### src/rtl/core/tisp_pkg.sv
// ----------------------------------------------------------------------------
// tisp_pkg
// Shared types and constants for the prefix tree block.
// ----------------------------------------------------------------------------
package tisp_pkg;

    localparam int MAX_NODES_DEF = 1024;
    localparam int ALPHABET_DEF  = 26;

    localparam int OP_W     = 2;
    localparam int LETTER_W = 5;
    localparam int LCMP_W   = 9;

    localparam logic [OP_W-1:0] OP_INSERT = 2'd0;
    localparam logic [OP_W-1:0] OP_SEARCH = 2'd1;
    localparam logic [OP_W-1:0] OP_PREFIX = 2'd2;
    localparam logic [OP_W-1:0] OP_SPARE  = 2'd3;

    typedef struct packed {
        logic clr;
        logic acc;
        logic look;
        logic fin;
        logic load;
    } dp_cmd_t;

    typedef struct packed {
        logic clr_done;
        logic walk;
        logic last;
        logic out_free;
    } dp_sts_t;

endpackage

### src/rtl/core/tisp_ctrl.sv
// ----------------------------------------------------------------------------
// tisp_ctrl
// Sequencer: clearing pass, item accept, child lookup, word-end access, result.
// ----------------------------------------------------------------------------
module tisp_ctrl (
    input  logic              aclk,
    input  logic              aresetn,
    input  logic              s_tvalid,
    output logic              s_tready,
    input  logic              s_tlast,
    input  tisp_pkg::dp_sts_t sts,
    output tisp_pkg::dp_cmd_t cmd
);
    import tisp_pkg::*;

    localparam logic [2:0] ST_CLEAR = 3'd0;
    localparam logic [2:0] ST_IDLE  = 3'd1;
    localparam logic [2:0] ST_LOOK  = 3'd2;
    localparam logic [2:0] ST_FIN   = 3'd3;
    localparam logic [2:0] ST_RES   = 3'd4;

    logic [2:0] state_reg;
    logic [2:0] state_next;
    logic       acc;

    assign s_tready = (state_reg == ST_IDLE);
    assign acc      = s_tvalid && s_tready;

    always_comb begin
        state_next = state_reg;
        cmd        = '0;
        case (state_reg)
            ST_CLEAR: begin
                cmd.clr = 1'b1;
                if (sts.clr_done) begin
                    state_next = ST_IDLE;
                end
            end
            ST_IDLE: begin
                if (acc) begin
                    cmd.acc = 1'b1;
                    if (sts.walk) begin
                        state_next = ST_LOOK;
                    end else if (s_tlast) begin
                        state_next = ST_FIN;
                    end
                end
            end
            ST_LOOK: begin
                cmd.look   = 1'b1;
                state_next = sts.last ? ST_FIN : ST_IDLE;
            end
            ST_FIN: begin
                cmd.fin    = 1'b1;
                state_next = ST_RES;
            end
            ST_RES: begin
                if (sts.out_free) begin
                    cmd.load   = 1'b1;
                    state_next = ST_IDLE;
                end
            end
            default: begin
                state_next = ST_IDLE;
            end
        endcase
    end

    always_ff @(posedge aclk) begin
        if (!aresetn) begin
            state_reg <= ST_CLEAR;
        end else begin
            state_reg <= state_next;
        end
    end

endmodule

### config.mk
export PLATFORM = sky130hd
export DESIGN_NAME = tisp_ctrl
export DESIGN_NICKNAME = d
export VERILOG_FILES = /design/src/rtl/core/tisp_pkg.sv /design/src/rtl/core/tisp_ctrl.sv
export SDC_FILE = /design/constraint.sdc
export NUM_CORES = 1
export LEC_CHECK = 0
export BUFFER_PORTS_ARGS = -buffer_cell sky130_fd_sc_hd__buf_2
export CAP_MARGIN = 20
export CORE_AREA = 10 10 47 49
export DETAILED_ROUTE_END_ITERATION = 8
export DIE_AREA = 0 0 57 59
export PLACE_DENSITY = 0.34
export SLEW_MARGIN = 20
export SYNTH_ARGS = -nofsm -noshare
export SYNTH_HDL_FRONTEND = slang
export SYNTH_SLANG_ARGS = --single-unit
### constraint.sdc
create_clock -name aclk -period 1.3 [get_ports aclk]
set_input_delay 0 -clock aclk [delete_from_list [all_inputs] [get_ports aclk]]
set_output_delay 0 -clock aclk [all_outputs]
set_load 0.02 [all_outputs]
==> impl_metrics.tcl, run 1 <==
set metrics [dict create \
    finalSetupViolations 0 \
    rsz0062_at_grt "false" \
    drt-wirelength-per-cell_microns 11.34 \
    largest_reg_flops 3 \
    ys_warn_count 0 \
    seq_area_sq_um 62.56 \
    layout_commonest_cell "buf_2" \
    r2r-start "state_reg[1]" \
    hold_depth 3 \
    placed_cells 53 \
    gr-total-overflow 0 \
    cts_sinks 3 \
    ir_drop_mv 0.2839 \
    multi_input_area_sq_um 116.4 \
    std_cell_rows 14 \
    powerDensity_nw_per_um2 1114 \
    core_sq_um 1401 \
    worst-endpoint-required_ns 1.30 \
    syn_avg_cell_area_sq_um 7.457 \
    max-slew-margin-rel_pct 81.86 \
    timing.rr.end "state_reg[1]" \
    worst_slew_pin_slew_ns 0.2683 \
    crit_path_end_kind "primary output" \
    port_buffers 13 \
    grt_use_total_pct 4.620 \
    grt_start_max_net_pins 9 \
    drc 0 \
    min_period_over_period_pct 90.45 \
    final.min_clock_period_ns 1.176 \
    cts-root-buf "clkbuf_4" \
    drtIter0Drc 3 \
    max_freq_ghz 0.8504 \
    dr.pass1.iters 2 \
    drive_gt1_share_pct 47.62 \
    min_from "sts[3]" \
    start_util_pct 13.30 \
    min_to "state_reg[0]" \
    ant_nets 0 \
    die_h_microns 59 \
    antenna_found_initial 0 \
    nFillCells 183 \
    slew_viol_final 0 \
    outcome "complete, no violations" \
    vias_per_cell 4.086 \
    synth_nets 33 \
    clk_pin_slew_worst_paths_ns 0.04 \
    p_leak_uw 0.0001479 \
    synth_cells 25 \
    arrival_ns 1.18 \
    final_nets 51 \
    worst-setup-path-type "reg -> out" \
    worstPathMaxFanout 8 \
    post_cts_buffers 0 \
    grt_pass1_wl_mm 1.104 \
    die_x_microns 57 \
    reg2reg_slack_ns 0.35 \
    tns_ns 0 \
    drt-total-wl_microns 658 \
    cts_tree "built" \
    routed-via-count 237 \
    antennaDiodeCount 0 \
    ys_ff_latch 3 \
    worstHoldPathType "in -> reg" \
    clockBufferDepth 2 \
    netlist_area_sq_um 186.4 \
    critPathLaunchType "register" \
    fin_cells 58 \
    cap_violations 0 \
    final_hold_viol_count 0 \
    syn_to_final_growth_pct 65.10 \
    first_global_vias 250 \
    r2r_cells 3 \
    numCtsBuffers 3 \
    die_area_sq_um 3363 \
    worst_skew_pair.late_latency_ns 0.24 \
    io_pins 14 \
    skew_ns 0.003750 \
    yosysSeqAreaShare_pct 32.21 \
    synthDistinctLibCells 16 \
    h-tree-depth 1 \
    gp_routability_congestion 0.6240 \
    mostFrequentLayoutCells "buf_2, nor3_1, nor2_1, clkbuf_4" \
    dp_hpwl_microns 530.9 \
]
-- critical path, cell delays in order, from the launching register on --
cell	delay [ns]
dfxtp_1	0.46
inv_1	0.12
nor2_1	0.17
buf_2	0.19
-- final cells by class --
cell class / instances / area share, %
inverter: 2 / 2.439
tap: 16 / 6.504
clock buffer: 4 / 8.537
timing repair buffer: 14 / 24.39
multi-input combinational: 19 / 37.81
sequential: 3 / 20.33
-- worst max path at each step --
stage | startpoint | to | cells past startpoint
finish | state_reg[1] | cmd[1] | 3
global placement | state_reg[0] | state_reg[1] | 3
detailed placement | state_reg[2] | state_reg[0] | 3
floorplan | state_reg[2] | cmd[3] | 3
global route | state_reg[1] | cmd[1] | 3
CTS | state_reg[2] | cmd[3] | 4
-- cell families (layout without fill, tap and decap cells) --
kind of cell / count (synthesis) / count (layout) / share of synthesized area (%)
simple gates: 14 / 14 / 41.61
buf+inv: 3 / 20 / 6.710
compound gates: 5 / 5 / 19.47
flops: 3 / 3 / 32.22
-- what timing repair did --
action                     in CTS  in global routing
setup endpoints to repair       0                  1
hold buffers                    1                  0
gates resized for setup         0                  3
hold endpoints to repair        1                  0
-- routing by layer --
layer	wire length, microns	GRT usage (%)	up-vias	share of wire (%)
li1	-	-	121	-
met1	341	5.095	100	52
met2	216	4.496	14	33
met3	84	4.292	2	13
met4	17	5.034	0	2.6
met5	0	0	-	0
-- stage by stage --
| step | worst slack (ns) | hold WS [ns] | instance area [sq um] | power (uW) | util [%] |
|---|---|---|---|---|---|
| global placement | 0.2913 | 0.2249 | 266.5 | 174.0 | 19.02 |
| finish | 0.1241 | 0.03561 | 307.8 | 342.7 | 21.96 |
| detailed placement | 0.3123 | 0.2230 | 266.5 | 173.2 | 19.02 |
| global route | 0.02202 | 0.04332 | 307.8 | 374.8 | 21.96 |
| CTS | 0.06270 | 0.03787 | 302.8 | 351.1 | 21.61 |
| floorplan | 0.1628 | 0.1178 | 186.4 | 145.6 | - |
-- synthesized netlist by cell type, drive strengths merged --
| cell type | count | share of area [%] |
|---|---|---|
| nor2 | 4 | 8.1 |
| nor4b | 1 | 4.7 |
| nand2b | 2 | 8.1 |
| o22a | 1 | 4.7 |
| a311oi | 1 | 4.7 |
| and3b | 1 | 4.7 |
| nor3 | 4 | 11 |
| a21oi | 1 | 2.7 |
| inv | 2 | 4.0 |
| and2 | 1 | 3.4 |
| nand2 | 1 | 2.0 |
| clkbuf | 1 | 2.7 |
| o21a | 1 | 4.0 |
| a31oi | 1 | 3.4 |
| dfxtp | 3 | 32 |
-- power breakdown --
| group | switching [uW] | total [uW] | internal [uW] |
|---|---|---|---|
| registers | 10.2 | 109 | 98.3 |
| logic | 36.2 | 66.6 | 30.5 |
| clock network | 52.3 | 168 | 115 |
| total | 98.7 | 343 | 244 |
No activity file was read; power rests on OpenSTA's default activity.
==> inputs of run 2 (changes only) <==
Settings changed: ABC_AREA set to 1, ABC_CLOCK_PERIOD_IN_PS set to 1300, PLACE_DENSITY 0.34 to 0.38.
==> run 2 against run 1 <==
  * Sequential share of layout area is 2.7 points lower
  * Critical path type unchanged
  * Clock skew shrank 0.0013 ns
  * Highest routed layer is now met3
  * Routed wire length increased by 2.4%
  * Area after synthesis is 26% higher
  * Register-to-register slack got worse by 0.11 ns
  * Worst setup slack got worse by 0.038 ns
  * Sequential power rose by 7%
  * Clock-buffer cell count unchanged
  * Final cell count increased by 22%
==> impl_metrics.tcl, run 2 <==
set metrics [dict create \
    die_h_microns 59 \
    clockPowerShare_pct 40.4 \
    grt_use_total_pct 4.179 \
    tns_ns 0 \
    max_stage_delay_ns 0.49 \
    ys_warn_count 0 \
    start_util_pct 16.70 \
    r2r-start "state_reg[1]" \
    worstHoldPathType "in -> reg" \
    numCtsBuffers 3 \
    vias_per_cell 4.141 \
    timing.rr.end "state_reg[0]" \
    worst-setup-path-type "reg -> out" \
    drc 0 \
    syn_avg_cell_area_sq_um 5.999 \
    power_frac_seq_pct 28.4 \
    max_freq_ghz 0.8240 \
    max-slew-margin-rel_pct 79.61 \
    powerDensity_nw_per_um2 1207 \
    antennaDiodeCount 0 \
    p_leak_uw 0.0001993 \
    drt-wirelength-per-cell_microns 9.493 \
    dpl_cell_area_sq_um 314.1 \
    synth_cells 39 \
    reg2reg_slack_ns 0.24 \
    rsz0062_at_grt "false" \
    synthDistinctLibCells 16 \
    worst_skew_pair.late_latency_ns 0.23 \
    critPathLaunchType "register" \
    final_hold_viol_count 0 \
    cts_sinks 3 \
    worst_path_max_delay_cell "dfxtp_1" \
    worst-endpoint-required_ns 1.30 \
    core_sq_um 1401 \
    clockBufferDepth 2 \
    ir_drop_mv 0.4878 \
    drt-total-wl_microns 674 \
    crit_family "flip-flops" \
    power.total_uw 410.8 \
    nFillCells 180 \
    drive_gt1_share_pct 41.82 \
    mostFrequentLayoutCells "buf_2, inv_1, nand2_1, nor2_1" \
    crit_path_end_kind "primary output" \
    r2r_cells 5 \
    path_depth 3 \
    antenna_found_initial 0 \
    p_int_uw 264.3 \
    synth_area_leaders "dfxtp_1, inv_1, nand2_1" \
    p_switching_uw 146.5 \
    port_buffers 13 \
    ys_ff_latch 3 \
    path_cells "inv_2 > nor4_1 > buf_2" \
    synth_common_cells "inv_1, nand2_1, nor2_1" \
    synth_most_common_cell "inv_1" \
    synth_nets 47 \
    routed-via-count 294 \
    synth_area_leader_cell "dfxtp_1" \
    grt_pass1_wl_mm 1.097 \
    cap_violations 0 \
    die_area_sq_um 3363 \
    skew_ns 0.002471 \
    ys.flop_type "dfxtp_1" \
    cts_tree "built" \
    clk_pin_slew_worst_paths_ns 0.04 \
    final_nets 64 \
    ant_nets 0 \
    std_cell_rows 14 \
    stdcell_area_sq_um 340.3 \
    min_period_over_period_pct 93.35 \
    finalSetupViolations 0 \
    critical_path_buf_inv_count 2 \
    worstPathMaxFanout 7 \
    final.min_clock_period_ns 1.214 \
    dr.pass1.iters 2 \
    layout_commonest_cell "buf_2" \
    die_x_microns 57 \
    crit_start "state_reg[2]" \
    synth-async-reset-ratio_pct 0 \
    io_pins 14 \
    cts-root-buf "clkbuf_4" \
    drtIter0Drc 5 \
    grt_start_max_net_pins 9 \
    gp_routability_congestion 0.7505 \
    first_global_vias 290 \
    dp_hpwl_microns 584.2 \
    largest_reg_flops 3 \
    h-tree-depth 1 \
    slew_viol_final 0 \
    worst_slew_pin_slew_ns 0.3054 \
    outcome "complete, no violations" \
    gr-total-overflow 0 \
    synth-edff-count 0 \
    netlist_area_sq_um 234.0 \
    ctsResizeCount 0 \
    post_cts_hold_buffer_count 0 \
    yosysSeqAreaShare_pct 25.67 \
    switching_share_pct 35.67 \
    arrival_ns 1.21 \
    comb_power_share_pct 31.3 \
    endpoint "cmd[0]" \
    syn_to_final_growth_pct 45.45 \
    post_cts_buffers 0 \
    synth_top_area_share_pct 25.67 \
]
==> run 2: cell types whose count changed after synthesis, sizes merged, moves of 2 or more <==
cell and delta:
nand3 +3, nor2 +2, nand2 +5, nand2b -2
inv +9, nand4 +2
==> run 2: through the flow <==
step / hold WS [ns] / util, % / setup slack [ns] / cells
after floorplan: 0.1408 / - / 0.09694 / 39
after global placement: 0.2667 / 22.41 / 0.2276 / 67
after detailed placement: 0.2659 / 22.41 / 0.2379 / 67
after CTS: 0.01768 / 24.29 / 0.07672 / 71
after global routing: 0.02786 / 24.29 / 0.01464 / 71
final: 0.02186 / 24.29 / 0.08645 / 71
==> run 2: final cells by class <==
cell class,instances,area (sq um),share of cell area (%)
Multi-Input combinational cell,24,127.6,37.50
Timing Repair Buffer,13,65.06,19.12
Sequential cell,3,60.06,17.65
Inverter,11,41.29,12.13
Clock buffer,4,26.28,7.721
Tap cell,16,20.02,5.882
==> run 2: worst min-delay path, delay by kind of cell <==
kind          cells  cell delay [ns]
buf+inv           2             0.13
simple gates      1             0.09
==> run 2: power by group through the flow <==
| stage | Sequential [uW] | Combinational (uW) | Clock (uW) |
|---|---|---|---|
| 2_1_floorplan | 110 | 98.0 | 0 |
| 3_3_place_gp | 119 | 132 | 0 |
| 3_5_place_dp | 118 | 131 | 0 |
| 4_1_cts | 117 | 131 | 174 |
| 5_1_grt | 118 | 144 | 180 |
| 6_report | 117 | 128 | 166 |
==> run 2: worst min-delay path by stage <==
stage	cells past startpoint	slack (ns)	endpoint	startpoint
CTS	3	0.02	state_reg[0]	aresetn
global placement	3	0.27	state_reg[0]	aresetn
detailed placement	3	0.27	state_reg[0]	aresetn
finish	3	0.02	state_reg[0]	aresetn
global route	3	0.03	state_reg[0]	aresetn
floorplan	2	0.14	cmd[3]	s_tvalid
==> run 2: cells by family after synthesis <==
kind of cell	after synthesis	synth area share [%]
buffers and inverters	12	19.78
flip-flops	3	25.67
AND/OR/NAND/NOR	21	46.52
AO/OA/AOI/OAI	3	8.018
==> run 2: layer usage <==
| metal | GRT usage, % | wire [microns] |
|---|---|---|
| met1 | 3.534 | 272 |
| met2 | 6.667 | 335 |
| met3 | 3.863 | 66 |
| met5 | 0 | 0 |
| met4 | 2.013 | 0 |
